==> config.mk <==
export PLATFORM = sky130hd
export DESIGN_NAME = matrix_multiply_4x4
export DESIGN_NICKNAME = d
export VERILOG_FILES = /design/src/hw/rtl/mm4_pkg.sv /design/src/hw/rtl/matrix_multiply_4x4.sv /design/src/hw/rtl/mm4_ram.sv /design/src/hw/rtl/mm4_ctrl.sv /design/src/hw/rtl/mm4_dp.sv
export SDC_FILE = /design/constraint.sdc
export NUM_CORES = 2
export LEC_CHECK = 0
export BUFFER_PORTS_ARGS = -buffer_cell sky130_fd_sc_hd__buf_2
export CORE_MARGIN = 2
export CORE_UTILIZATION = 25
export DETAILED_ROUTE_END_ITERATION = 10
export MAX_ROUTING_LAYER = met4
export SLEW_MARGIN = 25
export SYNTH_ARGS = -nofsm -noshare
export SYNTH_HDL_FRONTEND = slang
export SYNTH_SLANG_ARGS = --single-unit
==> constraint.sdc <==
create_clock -name clk -period 24.3 [get_ports clk]
set_input_delay 3.645 -clock clk [delete_from_list [all_inputs] [get_ports clk]]
set_output_delay 3.645 -clock clk [all_outputs]
set_load 0.1 [all_outputs]
==> src/hw/rtl/mm4_pkg.sv <==
`timescale 1ns / 1ps
`default_nettype none
// ----------------------------------------------------------------------------
// mm4_pkg
// Shared types and constants for the 4x4 fixed-point matrix multiplier.
// ----------------------------------------------------------------------------
package mm4_pkg;

	// matrix geometry
	localparam int DIM       = 4;
	localparam int NUM_ELEMS = DIM * DIM;
	localparam int DIM_W     = $clog2(DIM);
	localparam int IDX_W     = $clog2(NUM_ELEMS);

	// number format
	localparam int FRAC_BITS = 16;
	localparam int ELEM_W    = 32;
	localparam int CIDX_W    = 4;
	localparam int PROD_W    = 2 * ELEM_W;
	localparam int ACC_W     = PROD_W + $clog2(DIM);
	localparam int SH_W      = ACC_W - FRAC_BITS;

	localparam logic [ELEM_W-1:0] ELEM_MAX = {1'b0, {(ELEM_W-1){1'b1}}};
	localparam logic [ELEM_W-1:0] ELEM_MIN = {1'b1, {(ELEM_W-1){1'b0}}};

	// cycles between the last read of an element and its result load
	localparam int DRAIN_CYC = 3;
	localparam int DRAIN_W   = $clog2(DRAIN_CYC);

	// input word: one element of A and of B at the same index
	typedef struct packed {
		logic signed [ELEM_W-1:0] a_elem;
		logic signed [ELEM_W-1:0] b_elem;
	} in_word_t;

	// result word: one element of C
	typedef struct packed {
		logic signed [ELEM_W-1:0] c_elem;
		logic [CIDX_W-1:0]        c_index;
		logic                     c_last;
		logic                     c_saturated;
	} out_word_t;

	// commands from the controller to the datapath
	typedef struct packed {
		logic             wr_en;
		logic [IDX_W-1:0] wr_addr;
		logic             rd_en;
		logic [IDX_W-1:0] rd_addr_a;
		logic [IDX_W-1:0] rd_addr_b;
		logic             acc_clr;
		logic             out_load;
		logic [IDX_W-1:0] elem;
		logic             last;
	} mm4_cmd_t;

	typedef enum logic [1:0] {
		ST_LOAD,
		ST_READ,
		ST_DRAIN
	} mm4_state_t;

endpackage
`default_nettype wire

==> src/hw/rtl/matrix_multiply_4x4.sv <==
`timescale 1ns / 1ps
`default_nettype none
// ----------------------------------------------------------------------------
// matrix_multiply_4x4
// Q16.16 fixed-point 4x4 matrix multiplier, C = A x B, column-major.
//
// Load channel (load_valid/load_ready/load_data): sixteen words, each with
// element i of A and element i of B, in index order 0 to 15. One word is
// taken per cycle while the block is loading.
// Result channel (res_valid/res_ready/res_data): after the sixteenth word the
// block returns the sixteen elements of C in index order, c_last set on the
// final one, c_saturated set where the value was clamped to 32 bits.
// Each element is four multiply-accumulates through one shared MAC fed by
// the registered reads of the A and B stores: the reads, then a pipeline
// drain through the product register and the accumulator before the result
// load. No load word is taken while the block computes.
// The result register holds a word until it is taken; a stalled receiver
// stops the next element at the end of its drain. Loading of the next
// matrix pair starts while the last result still waits.
// Reset clears the counters and the result valid flag; the stores are not
// cleared, every entry is rewritten before it is used.
// ----------------------------------------------------------------------------
module matrix_multiply_4x4 import mm4_pkg::*; (
	input  wire        clk,
	input  wire        arst_n,
	input  wire        load_valid,
	output logic       load_ready,
	input  in_word_t   load_data,
	output logic       res_valid,
	input  wire        res_ready,
	output out_word_t  res_data
);

	mm4_cmd_t cmd;

	// sequencer
	mm4_ctrl u_ctrl (
		.clk        (clk),
		.arst_n     (arst_n),
		.load_valid (load_valid),
		.load_ready (load_ready),
		.res_valid  (res_valid),
		.res_ready  (res_ready),
		.cmd        (cmd)
	);

	// stores, mac and result register
	mm4_dp u_dp (
		.clk       (clk),
		.arst_n    (arst_n),
		.cmd       (cmd),
		.load_data (load_data),
		.res_data  (res_data)
	);

endmodule
`default_nettype wire

==> src/hw/rtl/mm4_ram.sv <==
`timescale 1ns / 1ps
`default_nettype none
// ----------------------------------------------------------------------------
// mm4_ram
// Simple dual-port RAM: one write port, one read port with registered data.
// ----------------------------------------------------------------------------
module mm4_ram #(
	parameter int WIDTH = 32,
	parameter int DEPTH = 16
) (
	input  wire                     clk,
	input  wire                     we,
	input  wire [$clog2(DEPTH)-1:0] waddr,
	input  wire [WIDTH-1:0]         wdata,
	input  wire [$clog2(DEPTH)-1:0] raddr,
	output logic [WIDTH-1:0]        rdata
);

	logic [WIDTH-1:0] mem_q [DEPTH];

	// write port
	always_ff @(posedge clk) begin
		if (we) begin
			mem_q[waddr] <= wdata;
		end
	end

	// registered read port
	always_ff @(posedge clk) begin
		rdata <= mem_q[raddr];
	end

endmodule
`default_nettype wire

==> src/hw/rtl/mm4_ctrl.sv <==
`timescale 1ns / 1ps
`default_nettype none
// ----------------------------------------------------------------------------
// mm4_ctrl
// Sequencer: load counting, read address generation for the dot products,
// pipeline drain timing and the result valid flag.
// ----------------------------------------------------------------------------
module mm4_ctrl import mm4_pkg::*; (
	input  wire       clk,
	input  wire       arst_n,
	input  wire       load_valid,
	output logic      load_ready,
	output logic      res_valid,
	input  wire       res_ready,
	output mm4_cmd_t  cmd
);

	mm4_state_t         state_q, state_d;
	logic [IDX_W-1:0]   load_cnt_q;
	logic [DIM_W-1:0]   k_q;
	logic [DIM_W-1:0]   row_q;
	logic [DIM_W-1:0]   col_q;
	logic [IDX_W-1:0]   elem_q;
	logic [DRAIN_W-1:0] drain_q;
	logic               res_valid_q;
	logic               load_acc;
	logic               out_free;
	logic               k_last;
	logic               drain_last;
	logic               elem_last;

	assign load_ready = (state_q == ST_LOAD);
	assign load_acc   = load_valid & load_ready;
	assign res_valid  = res_valid_q;
	assign out_free   = ~res_valid_q | res_ready;
	assign k_last     = (k_q == DIM_W'(DIM - 1));
	assign drain_last = (drain_q == DRAIN_W'(DRAIN_CYC - 1));
	assign elem_last  = (elem_q == IDX_W'(NUM_ELEMS - 1));

	// state register
	always_ff @(posedge clk or negedge arst_n) begin
		if (!arst_n) begin
			state_q <= ST_LOAD;
		end else begin
			state_q <= state_d;
		end
	end

	// next state and datapath commands
	always_comb begin
		state_d       = state_q;
		cmd           = '0;
		cmd.wr_addr   = load_cnt_q;
		cmd.rd_addr_a = IDX_W'(k_q * DIM + row_q);
		cmd.rd_addr_b = IDX_W'(col_q * DIM + k_q);
		cmd.elem      = elem_q;
		cmd.last      = elem_last;
		case (state_q)
			ST_LOAD: begin
				cmd.wr_en = load_acc;
				if (load_acc && load_cnt_q == IDX_W'(NUM_ELEMS - 1)) begin
					state_d = ST_READ;
				end
			end
			ST_READ: begin
				cmd.rd_en   = 1'b1;
				cmd.acc_clr = (k_q == '0);
				if (k_last) begin
					state_d = ST_DRAIN;
				end
			end
			ST_DRAIN: begin
				if (drain_last && out_free) begin
					cmd.out_load = 1'b1;
					state_d      = elem_last ? ST_LOAD : ST_READ;
				end
			end
			default: begin
				state_d = ST_LOAD;
			end
		endcase
	end

	// counters and result valid
	always_ff @(posedge clk or negedge arst_n) begin
		if (!arst_n) begin
			load_cnt_q  <= '0;
			k_q         <= '0;
			row_q       <= '0;
			col_q       <= '0;
			elem_q      <= '0;
			drain_q     <= '0;
			res_valid_q <= 1'b0;
		end else begin
			// load index wraps after the last element
			if (load_acc) begin
				if (load_cnt_q == IDX_W'(NUM_ELEMS - 1)) begin
					load_cnt_q <= '0;
				end else begin
					load_cnt_q <= load_cnt_q + 1'b1;
				end
			end

			// dot product term index
			if (cmd.rd_en) begin
				k_q <= k_last ? '0 : k_q + 1'b1;
			end

			// drain wait after the last read
			if (state_q == ST_DRAIN) begin
				if (cmd.out_load) begin
					drain_q <= '0;
				end else if (!drain_last) begin
					drain_q <= drain_q + 1'b1;
				end
			end

			// advance row, column and element on each result
			if (cmd.out_load) begin
				if (elem_last) begin
					row_q  <= '0;
					col_q  <= '0;
					elem_q <= '0;
				end else begin
					elem_q <= elem_q + 1'b1;
					if (row_q == DIM_W'(DIM - 1)) begin
						row_q <= '0;
						col_q <= col_q + 1'b1;
					end else begin
						row_q <= row_q + 1'b1;
					end
				end
			end

			// result word valid until taken
			if (cmd.out_load) begin
				res_valid_q <= 1'b1;
			end else if (res_ready) begin
				res_valid_q <= 1'b0;
			end
		end
	end

endmodule
`default_nettype wire

==> src/hw/rtl/mm4_dp.sv <==
`timescale 1ns / 1ps
`default_nettype none
// ----------------------------------------------------------------------------
// mm4_dp
// Datapath: element stores for A and B, one multiply-accumulate unit,
// scaling with saturation and the result register.
// ----------------------------------------------------------------------------
module mm4_dp import mm4_pkg::*; (
	input  wire        clk,
	input  wire        arst_n,
	input  mm4_cmd_t   cmd,
	input  in_word_t   load_data,
	output out_word_t  res_data
);

	logic [ELEM_W-1:0]       a_rd;
	logic [ELEM_W-1:0]       b_rd;
	logic                    rd_v_s1;
	logic                    mul_v_s2;
	logic signed [PROD_W-1:0] prod_s2;
	logic signed [ACC_W-1:0]  acc_q;
	logic signed [ACC_W-1:0]  acc_shr;
	logic [SH_W-1:0]          sh;
	logic [SH_W-ELEM_W:0]     sh_hi;
	logic                     ovf;
	logic [ELEM_W-1:0]        sat_val;
	out_word_t                res_q;

	// element stores
	mm4_ram #(.WIDTH(ELEM_W), .DEPTH(NUM_ELEMS)) u_a_ram (
		.clk   (clk),
		.we    (cmd.wr_en),
		.waddr (cmd.wr_addr),
		.wdata (load_data.a_elem),
		.raddr (cmd.rd_addr_a),
		.rdata (a_rd)
	);

	mm4_ram #(.WIDTH(ELEM_W), .DEPTH(NUM_ELEMS)) u_b_ram (
		.clk   (clk),
		.we    (cmd.wr_en),
		.waddr (cmd.wr_addr),
		.wdata (load_data.b_elem),
		.raddr (cmd.rd_addr_b),
		.rdata (b_rd)
	);

	// pipeline valid flags for read data and product
	always_ff @(posedge clk or negedge arst_n) begin
		if (!arst_n) begin
			rd_v_s1  <= 1'b0;
			mul_v_s2 <= 1'b0;
		end else begin
			rd_v_s1  <= cmd.rd_en;
			mul_v_s2 <= rd_v_s1;
		end
	end

	// product register
	always_ff @(posedge clk) begin
		if (rd_v_s1) begin
			prod_s2 <= $signed(a_rd) * $signed(b_rd);
		end
	end

	// exact wide accumulator
	always_ff @(posedge clk) begin
		if (cmd.acc_clr) begin
			acc_q <= '0;
		end else if (mul_v_s2) begin
			acc_q <= acc_q + {{(ACC_W-PROD_W){prod_s2[PROD_W-1]}}, prod_s2};
		end
	end

	// arithmetic shift by the fraction width, then clamp to 32 bits
	assign acc_shr = acc_q >>> FRAC_BITS;
	assign sh      = acc_shr[SH_W-1:0];
	assign sh_hi   = sh[SH_W-1:ELEM_W-1];
	assign ovf     = ~((&sh_hi) | ~(|sh_hi));
	assign sat_val = sh[SH_W-1] ? ELEM_MIN : ELEM_MAX;

	// result register
	always_ff @(posedge clk) begin
		if (cmd.out_load) begin
			res_q.c_elem      <= ovf ? sat_val : sh[ELEM_W-1:0];
			res_q.c_index     <= CIDX_W'(cmd.elem);
			res_q.c_last      <= cmd.last;
			res_q.c_saturated <= ovf;
		end
	end

	assign res_data = res_q;

endmodule
`default_nettype wire

* Word level (Yosys, flattened, before mapping)
Memory sizes are Yosys's and may differ from the RTL's. A register that Yosys moved wholly into a read port is not among the register bits.
Index checks and enable logic that the tools add are counted.
** Operators by class
- Add/sub/neg operators :: 9
- Multipliers :: 1
- Equality and inequality tests :: 11
- Muxes and demuxes :: 25
- Bitwise gates (word level) :: 6
- Reduce and logical (&&, ||, !) cells :: 11
** Operators with widths (number)
- $add 66x66->66 :: 1
- $mul 32x32->64 :: 1
- $mux 32 :: 2
- $mux 2 :: 10
- $reduce_and 19->1 :: 1
- $reduce_or 19->1 :: 1
- $mux 1 :: 10
- $add 2x1->2 const B :: 4
- $add 4x1->4 const B :: 2
- $add 4x2->4 :: 2
- $eq 2x2->1 const B :: 4
- $eq 4x4->1 const B :: 2
- $mux 4 :: 2
- $pmux 2 s3 :: 1
- $logic_not 2->1 :: 2
- $ne 2x1->1 const B :: 2
- $ne 2x2->1 const B :: 2
- $reduce_and 2->1 :: 2
- $reduce_bool 2->1 :: 2
- $not 1->1 :: 3
- $reduce_and 3->1 :: 1
- $eq 2x1->1 const B :: 1
- $logic_and 1x1->1 :: 2
- $or 1x1->1 :: 2
- $and 1x1->1 :: 1
** Word-level totals
- Register bits :: 189
- Memory bits (writable) :: 1024
- Word-level logic and storage cells :: 81
- Memories kept :: 2
** Memories
- u_dp.u_a_ram.mem_q :: words 16, bits a word 32, read ports 1, clocked after Yosys merged registers in 1, wr ports 1, RTL line mm4_ram.sv:19 : logic [WIDTH-1:0] mem_q [DEPTH];
- u_dp.u_b_ram.mem_q :: words 16, bits a word 32, read ports 1, clocked after Yosys merged registers in 1, wr ports 1, RTL line mm4_ram.sv:19

* Longest topological paths before layout
- Word-level depth :: 7
- Mapped depth :: 29
- Depth with buffers taken out :: 27

* Cells and area by module
A second synthesis with hierarchy kept.
** Second synthesis, totals
- Cells, all modules :: 6641
- Area total of the unflattened synthesis :: 86698.2 µm²
** By module, submodules not included
- mm4_dp :: instances 1, cells an instance 4865, area an instance 45954.1 µm², seq. area each 4434.3 µm²
- mm4_ram :: instances 2, cells an instance 838, area an instance 19854.0 µm², seq. area each 16015.4 µm²
- mm4_ctrl :: instances 1, cells an instance 100, area an instance 1036.0 µm², seq. area each 475.5 µm²

* Worst setup path after synthesis
No wires, ideal clock.
- Kind :: input to register
- Start point :: in load_valid
- End point :: mem u_dp.u_a_ram.mem_q[11][0] (enable)
- Data arrival time :: 8879 ps
- Required time :: 23722 ps
- Slack :: 14842 ps
- Stages :: 4
- Buffers on the path :: 1
- Cell sequence :: and2_1 -> clkbuf_1 -> nand2_1 -> nor3b_1
** On the way
- Cells in the longest elaborated chain, start to end :: 4
** Ends and longest elaborated chain
- from (decl) :: RTL line matrix_multiply_4x4.sv:26 : input wire load_valid,
- $and 1x1->1 :: RTL line mm4_ctrl.sv:33 : assign load_acc = load_valid & load_ready;
- $mux 1 :: RTL line mm4_ctrl.sv:58 : case (state_q)
- $mux 1 :: RTL line mm4_ram.sv:23 : if (we) begin
- $mux 1 (implied by the code) :: RTL line mm4_ram.sv:24 : mem_q[waddr] <= wdata;
- to (decl) :: RTL line mm4_ram.sv:19
Every way passes these cells.

* Final worst setup path
- Start point :: reg u_dp.u_a_ram.rdata[10] (read register of u_dp.u_a_ram.mem_q)
- End point :: reg u_dp.prod_s2[63], data pin
** On the way
- Cells in the longest elaborated chain, start to end :: 1
** Ends and longest elaborated chain
- from (decl) :: RTL line mm4_ram.sv:16 : output logic [WIDTH-1:0] rdata
- $mul 32x32->64 :: RTL line mm4_dp.sv:62 : prod_s2 <= $signed(a_rd) * $signed(b_rd);
- to (signal assigned) :: RTL line mm4_dp.sv:62
- to (decl) :: RTL line mm4_dp.sv:20 : logic signed [PROD_W-1:0] prod_s2;
Every way passes these cells.
A chain may end at the register's enable or synchronous reset.

==> summary.md <==
| Metric | Value |
|---|---|
| # fillers | 34662 |
| Register area | 36970 um2 |
| Worst-skew pair later-pin latency | 0.77 ns |
| Crit path launch | u_dp.u_a_ram.rdata[10] |
| Clock-pin slew on the worst setup and hold paths | 0.07 ns |
| WL per Instance | 19.79 um |
| FF-to-FF setup slack | 15.51 ns |
| Worst-Margin Slew | 1.057 ns |
| Post-Syn Area | 86110 um2 |
| Initial antenna violation count | 48 |
| Antenna viol nets, final | 0 |
| HPWL Detailed | 147.3 mm |
| I/O pins | 108 |
| Post-synth EDFFs | 1126 |
| CTS tree | done |
| Drt pass-1 iters | 7 |
| Detailed-route vias per instance | 4.496 |
| Largest net degree at the start of global routing | 109 |
| Buffers on Ports | 107 |
| Grt ovf | 0 |
| Crit end category | flop |
| Final #Nets | 7795 |
| CP startpoint kind | flop |
| Residual DRC | 0 |
| Post-route setup slack | 15.51 ns |
| Top Layer Used | met4 |
| RSZ-0062 raised after global routing | false |
| Die Ht | 590.9 um |
| Total CTS buffers | 119 |
| Dominant synthesized flop cell | edfxtp_1 |
| Async SR Flop Fraction | 1.644% |
| Syn Inst Count | 6393 |
| Status | finished, final reports clean |
| Core ar. | 343000 um2 |
| Metal-1 WL | 97.03 mm |
| Layout cells sized above 1 | 11.84% |
| Hold path start | u_dp.acc_q[4] |
| Slew HR | 29.55% |
| Req. time, crit path | 24.76 ns |
| Area growth from synthesis to layout | 11.78% |
| Number of global-route vias before repair | 53922 |
| Metal3 WL | 17.97 mm |
| Max cap viols | 0 |
| Root buffer cell | clkbuf_16 |
| Synth Net Count | 7802 |
| Vias | 49815 |
| Resized cells post-CTS | 0 |
| Setup TNS | 0 ns |
| # rows | 215 |
| Initial DRC count | 3985 |
| RR Startpoint | u_dp.u_a_ram.rdata[10] |
| Die span in x | 590.9 um |
| Mean Syn Cell Area | 13.47 um2 |
| Multi-input gate area | 44340 um2 |
| Fmax | 0.1138 GHz |
| Sequential area share after synthesis | 42.90% |
| Final hold violation count | 0 |
| Worst path arrival time | 9.25 ns |
| DR WL met2 | 100.8 mm |
| Synth Register Bits | 1277 |
| GRT Total Usage | 12.92% |
| Die ar. | 349100 um2 |
| Yosys cell types | 70 |
| CTS Hold Bufs | 0 |
| Clock Skews | 0.08195 ns |
| Wire length after detailed routing | 219.3 mm |
| Kind of critical path | flop to flop |
| Dpl ws | 15.59 ns |
| Slew Limit Fails | 0 |
| Hold Crit Class | flop to flop |
| Initial Util | 25.11% |
| H-tree Lvls | 3 |
| Clock Path Buffers | 3 |
| First-pass GRT wire length | 337.3 mm |
| Post-CTS Setup Inserts | 0 |
| Crit-path max FO | 32 |
| Period utilization | 36.16% |
| Ys Warns | 0 |
| Clock sinks | 1277 |
| RD Place Congestion | 0.8634 |
| Final min period | 8.787 ns |
| Final setup fails | 0 |
## worst paths after layout
check | endpoint | depth (start not counted)
max | u_dp.prod_s2[63] | 24
min | u_dp.acc_q[4] | 2
max reg2reg | u_dp.prod_s2[63] | 24
min reg2reg | u_dp.acc_q[4] | 2
max in group asynchronous | u_ctrl.row_q[1] | 1
min in group asynchronous | u_dp.mul_v_s2 | 1
## kinds of logic (layout without fill, tap and decap cells)
family | count (synthesis) | count (layout) | synth area share, %
and+or+nand+nor | 1469 | 1469 | 8.526
adders and majority gates | 1341 | 1341 | 28.93
buffers and inverters | 1310 | 1410 | 5.713
DFF | 1277 | 1277 | 42.90
AOI/OAI and AO/OA | 498 | 498 | 3.688
muxes | 364 | 364 | 8.882
xor gates and xnor gates | 134 | 134 | 1.363
other | 0 | 30 | 0
## cell type report
type,count,share of cell area [%]
repair buffers,204,1.381
clock inverters,55,0.7592
well taps,4557,5.924
multi-input cells,3806,46.07
flip-flops and latches,1277,38.41
inverters,978,3.814
diodes,30,0.07800
clock buffers,173,3.566
## cell usage after synthesis, drive strengths merged, types with 24 or more instances
master | n | area (um2)
nor2b | 51 | 319.1
edfxtp | 1126 | 33810
a21oi | 152 | 760.7
inv | 977 | 3667
a21o | 109 | 818.3
o21bai | 26 | 195.2
buf | 27 | 103.9
and2 | 522 | 3266
ha | 258 | 3228
xor2 | 50 | 437.9
nor2 | 127 | 476.7
nor3 | 24 | 120.1
nand4 | 34 | 212.7
mux4 | 320 | 7207
fa | 1083 | 21680
o21ai | 102 | 514.2
nand2 | 602 | 2260
nand3 | 28 | 140.1
clkbuf | 305 | 1145
mux2i | 43 | 430.4
dfxtp | 130 | 2603
xnor2 | 84 | 735.7
## flip-flops by register name (all words and copies together), names as in the netlist, 4 cells and up
signal and count:
u_dp.u_b_ram.mem_q 512, u_dp.prod_s2 64, u_dp.acc_q 66, u_dp.res_data 38, u_dp.u_a_ram.mem_q 512, u_ctrl.elem_q 4, u_dp.u_b_ram.rdata 32, u_ctrl.load_cnt_q 4
u_dp.u_a_ram.rdata 32
## cell usage in the layout (no fill, tap or decap), drive strengths merged, types with 12 or more instances in the layout
master	synthesis	layout
o21ai	102	102
dfxtp	130	130
a21oi	152	152
buf	27	204
diode	0	30
and3	20	20
mux2i	43	43
fa	1083	1083
a211oi	17	17
mux4	320	320
edfxtp	1126	1126
and2	522	522
dfrtp	21	21
nand2b	20	20
xor2	50	50
nand3	28	28
nor3	24	24
clkinv	1	36
o21bai	26	26
nand2	602	602
nor2	127	127
inv	977	981
nor2b	51	51
a31oi	12	12
xnor2	84	84
ha	258	258
nand4	34	34
clkbuf	305	173
a21o	109	109
## metal layers
| metal | vias to the layer above | global-route usage [%] |
|---|---|---|
| li1 | 21337 | - |
| met4 | 0 | 2.372 |
| met5 | - | - |
| met1 | 26333 | 17.66 |
| met3 | 303 | 2.722 |
| met2 | 1842 | 19.91 |
## through the flow
stage	hold slack, ns	utilization (%)	instances	instance area (um2)
4_1_cts	0.4795	28.02	11047	96100
6_report	0.4783	28.06	11080	96250
5_1_grt	0.5056	28.06	11078	96250
3_3_place_gp	0.4583	26.80	10819	91930
3_5_place_dp	0.4691	26.81	10819	91940
2_1_floorplan	0.4504	-	6393	86110
## critical path: stages, from the launching register on
cell      delay, ns
dfxtp_2        0.95
nand2_1        0.21
fa_1           0.56
fa_1           0.54
inv_1          0.05
fa_1           0.50
inv_1          0.06
fa_1           0.52
inv_1          0.07
fa_1           0.47
fa_1           0.41
fa_1           0.47
fa_1           0.43
ha_1           0.41
a21oi_1        0.17
o21ai_0        0.14
o41ai_1        0.53
o21ai_0        0.19
nor2_1         0.16
a21o_1         0.22
o21ai_2        0.11
a311oi_1       0.50
o221ai_1       0.32
a221oi_1       0.40
xnor2_1        0.10
Power is left out: the tool's default activity adds up to more than one toggle a clock period on the data nets, which glitch-free logic cannot reach.
